[src/design/sliding_window_min_max_assert.svh]
// ---------------------------------------------------------------------------
// Sliding window min/max assertion macros
// Concurrent checks clocked on clk and held off while arst_n is low.
// ---------------------------------------------------------------------------
`ifndef SLIDING_WINDOW_MIN_MAX_ASSERT_SVH
`define SLIDING_WINDOW_MIN_MAX_ASSERT_SVH

`ifndef SYNTHESIS

// antecedent implies consequent in the same cycle
`define SWMM_ASSERT_IMP(lbl, ante, cons) \
	lbl: assert property (@(posedge clk) disable iff (!arst_n) (ante) |-> (cons)) \
		else $error("sliding window min/max: assertion failed");

// antecedent implies consequent in the next cycle
`define SWMM_ASSERT_NXT(lbl, ante, cons) \
	lbl: assert property (@(posedge clk) disable iff (!arst_n) (ante) |=> (cons)) \
		else $error("sliding window min/max: assertion failed");

`else

`define SWMM_ASSERT_IMP(lbl, ante, cons)
`define SWMM_ASSERT_NXT(lbl, ante, cons)

`endif

`endif

[src/design/swmm_pkg.sv]
// ---------------------------------------------------------------------------
// Sliding window min/max package
// Widths, defaults and the min/max token carried along the cell chain.
// ---------------------------------------------------------------------------
`default_nettype none

package swmm_pkg;

	localparam int SAMPLE_W       = 32;
	localparam int CFG_W          = 7;
	localparam int WINDOW_MAX_DEF = 64;

	// running minimum and maximum handed from cell to cell
	typedef struct packed {
		logic signed [SAMPLE_W-1:0] lo;
		logic signed [SAMPLE_W-1:0] hi;
	} tok_t;

endpackage

`default_nettype wire

[src/design/swmm_cell.sv]
// ---------------------------------------------------------------------------
// Sliding window min/max cell
// Holds one stored sample and folds it into the passing min/max token.
// ---------------------------------------------------------------------------
`default_nettype none

module swmm_cell #(
	parameter int INDEX = 0,
	parameter int CW    = 7
) (
	input  wire logic                                 clk,
	input  wire logic                                 shift_en,
	input  wire logic                                 step_en,
	input  wire logic [CW-1:0]                        eff_size,
	input  wire logic signed [swmm_pkg::SAMPLE_W-1:0] sample_in,
	output logic signed [swmm_pkg::SAMPLE_W-1:0]      sample_out,
	input  wire swmm_pkg::tok_t                       tok_in,
	output swmm_pkg::tok_t                            tok_out
);
	import swmm_pkg::*;

	logic signed [SAMPLE_W-1:0] sample_q;
	tok_t                       tok_q;
	tok_t                       tok_nxt;
	logic                       in_window;

	// cells past the window only pass the token on
	assign in_window = (CW'(INDEX) < eff_size);

	always_comb begin
		tok_nxt = tok_in;
		if (in_window) begin
			if (sample_q < tok_in.lo) begin
				tok_nxt.lo = sample_q;
			end
			if (sample_q > tok_in.hi) begin
				tok_nxt.hi = sample_q;
			end
		end
	end

	always_ff @(posedge clk) begin
		if (shift_en) begin
			sample_q <= sample_in;
		end
		if (step_en) begin
			tok_q <= tok_nxt;
		end
	end

	assign sample_out = sample_q;
	assign tok_out    = tok_q;

endmodule

`default_nettype wire

[config.mk]
export PLATFORM = sky130hd
export DESIGN_NAME = swmm_cell
export DESIGN_NICKNAME = d
export VERILOG_FILES = /design/src/design/sliding_window_min_max_assert.svh /design/src/design/swmm_pkg.sv /design/src/design/swmm_cell.sv
export SDC_FILE = /design/constraint.sdc
export NUM_CORES = 1
export LEC_CHECK = 0
export ABC_CLOCK_PERIOD_IN_PS = 3000
export BUFFER_PORTS_ARGS = -buffer_cell sky130_fd_sc_hd__buf_4
export CAP_MARGIN = 20
export CORE_MARGIN = 2
export CORE_UTILIZATION = 45
export DETAILED_ROUTE_END_ITERATION = 7
export MAX_ROUTING_LAYER = met4
export PLACE_DENSITY = 0.73
export SLEW_MARGIN = 20
export SYNTH_ARGS = -nofsm -noshare
export SYNTH_HDL_FRONTEND = slang
export SYNTH_SLANG_ARGS = --single-unit
[constraint.sdc]
create_clock -name clk -period 3 [get_ports clk]
set_input_delay 0.45 -clock clk [delete_from_list [all_inputs] [get_ports clk]]
set_output_delay 0.45 -clock clk [all_outputs]
set_load 0.05 [all_outputs]
==> flow_summary.yaml <==
power_and_ir_drop:
  switchingPower_mw: 1.969
  comb_power_share_pct: 41.8
  swShare_pct: 37.53
  total_power_mw: 5.247
  seqPwrFrac_pct: 33.9
  power.density_mw_per_mm2: 512.1
  pwr-share-clk_pct: 24.3
  power_leakage_nw: 4.761
  peakVddDrop_mv: 0.3120
  internal_power_mw: 3.278
timing:
  finClkSkew_ps: 8.516
  whs_ps: 262.8
  fin_ws_ps: 23.27
  rsz0062_at_grt: "true"
  slew_violations: 0
  hold_viol: 0
  max_freq_ghz: 0.3359
  tightest_slew_ps: 918.5
  fin_tns_setup_ps: 0
  layout_min_cycle_time_ps: 2977
  setup_viol: 0
  fin_crit_sh_pct: 99.22
  slew_headroom_pct: 38.77
die:
  initial_core_util_pct: 45.71
  die_area_mm2: 0.01771
  die_y_um: 133.1
  core_area_mm2: 0.01641
  die_w_um: 133.1
  fp-row-count: 47
  io_pins: 202
setup_path:
  startpoint_type: "register"
  reg2reg_slack_ps: 20
  cp_data_required_time_ps: 3110
  worstSetupPathType: "register to register"
  cp_max_fo: 9
  crit_family: "compound AO/OA/AOI/OAI gates"
  crit_path_start: "sample_out[19]$_DFFE_PP_"
  worstReg2RegEnd: "tok_out[45]$_DFFE_PP_"
  critPathBufInv: 1
  r2r_cells: 9
  crit_path_end_kind: "register"
  crit_path_max_incr_delay_ps: 410
  r2r-start: "sample_out[19]$_DFFE_PP_"
  critPathArrivalTime_ps: 3080
  slowest_stage: "edfxtp_1"
  path_cells: "ha_1 -> and2_4 -> a221o_1 -> a221o_1 -> o21bai_4 -> a2111o_1 -> buf_4 -> and3_4 -> a211o_1"
  cp_common_cell: "a221o_1"
clocking:
  clkTransAtPathRegs_ps: 70
  clock_sinks: 96
  cts_buffer_depth: 2
  root_buffer: "clkbuf_16"
  cts-buffers-inserted: 9
  clkLatencyLatePin_ps: 360
  cts_tree: "built"
  htreeDepth: 3
placement:
  place.gp.congestion: 0.8660
  port_buffers: 201
  placed_cells: 1255
  placed_area_mm2: 0.009888
  hpwlAfterDp_mm: 17.08
  pre_cts_ws_ps: -157.9
global_route:
  overflow: 0
  grt_max_degree: 93
  grt_pass1_vias: 6996
  grt_first_pass_wirelength_mm: 36.94
  track_usage_pct: 27.26
  antenna_found_initial: 0
yosys:
  synth_seq_cells: 96
  ys.flop_type: "edfxtp_1"
  synth-edff-count: 96
  syn-cell-area_mm2: 0.007500
  ys_types: 44
  ys_warn_count: 0
  synth_nets: 984
  synth_cells: 815
  postSynth.asyncResetShare_pct: 0
  seq_area_frac_synth_pct: 38.44
  synth_area_per_cell_um2: 9.202
flow_run:
  maxCapViolations: 0
finish:
  final_common_cell: "buf_4"
  layout_common_cells: "280 x buf_4, 96 x edfxtp_1, 74 x nand4_1"
  fin_area_mm2: 0.01025
  areaGrowthSynthToFinish_pct: 36.62
  diodes: 0
  nFillCells: 1411
  num-nets-final: 1218
  fin_cells: 1274
  drive_above_1_share_pct: 32.54
  final_util_pct: 62.45
route:
  via_count: 7473
  wl_per_cell_um: 18.69
  viasPerCell: 5.866
  drt_iter0_markers: 728
  routed_wl_mm: 23.82
  drc: 0
  drt-pass1-iter-count: 5
  final_antenna_net_count: 0
worst_hold_path:
  min_path_type: "primary input to register"
  whs_endpoint: "sample_out[23]$_DFFE_PP_"
  min_from: "sample_in[23]"
  whs_path_depth: 1
status:
  status: "finished, final reports clean"
routing by layer:
metal / vias to the layer above / global-route usage, % / part of all wire (%)
li1: 3546 / - / -
met1: 3546 / 35.37 / 41
met2: 332 / 43.87 / 49
met3: 49 / 3.501 / 7.1
met4: 0 / 10.34 / 2.8
met5: - / - / 0
Yosys cell counts, types with 6 or more instances:
library cell  instances  area [µm²]
nand3b_1             30       225.2
nor2_1               34       127.6
edfxtp_1             96        2883
nand4_1              74       462.9
o21ai_0              39       195.2
nand2_1              53       198.9
a211o_1              31       271.5
clkbuf_1             52       195.2
inv_1                66       247.7
and3_1               60       375.4
nand2b_1             34       212.7
ha_1                 63       788.3
nor4b_1              28       245.2
buf_2                 6       30.03
nor4_1                7       43.79
mux2i_1              29       290.3
a21oi_1              62       310.3
logic make-up after synthesis:
logic type	Yosys count	synth area share (%)
simple gates	341	26.96
mux	30	4.021
buf+inv	129	6.857
fa+ha+maj	63	10.51
compound gates	156	13.21
flops	96	38.44
what timing repair did:
item	4_1_cts	5_1_grt
resized for setup	0	4
hold endpoints to repair	0	0
hold buffers	0	0
buffers inserted	0	3
endpoints found under the setup margin	0	44
power by group through the flow:
stage                     Combinational, mW  Clock, mW  Sequential, mW
after global routing                   2.35       1.34            1.79
final                                  2.19       1.27            1.78
after CTS                              2.17       1.30            1.78
after global placement                 2.13          0            1.81
after floorplan                       0.842          0            2.38
after detailed placement               2.16          0            1.81
sequential cells by signal, indices dropped and copies added, names as in the netlist:
register	cells
sample_out	32
tok_out	64
final cells by class:
| class | count | area, µm² | share of cell area [%] |
|---|---|---|---|
| Multi-Input combinational cell | 590 | 4307 | 42.03 |
| Sequential cell | 96 | 2883 | 28.14 |
| Timing Repair Buffer | 286 | 2213 | 21.60 |
| Tap cell | 220 | 275.3 | 2.687 |
| Inverter | 66 | 247.7 | 2.418 |
| Clock buffer | 9 | 225.2 | 2.198 |
| Clock inverter | 7 | 95.09 | 0.9281 |
worst max path at each step:
stage,endpoint,slack [ps],cells after the start
5_1_grt,tok_out[42]$_DFFE_PP_,-50,9
6_report,tok_out[45]$_DFFE_PP_,20,9
2_1_floorplan,tok_out[43]$_DFFE_PP_,-120,9
3_3_place_gp,tok_out[52]$_DFFE_PP_,-140,11
4_1_cts,tok_out[53]$_DFFE_PP_,9,9
3_5_place_dp,tok_out[57]$_DFFE_PP_,-160,11
(Power assumes the default switching activity.)
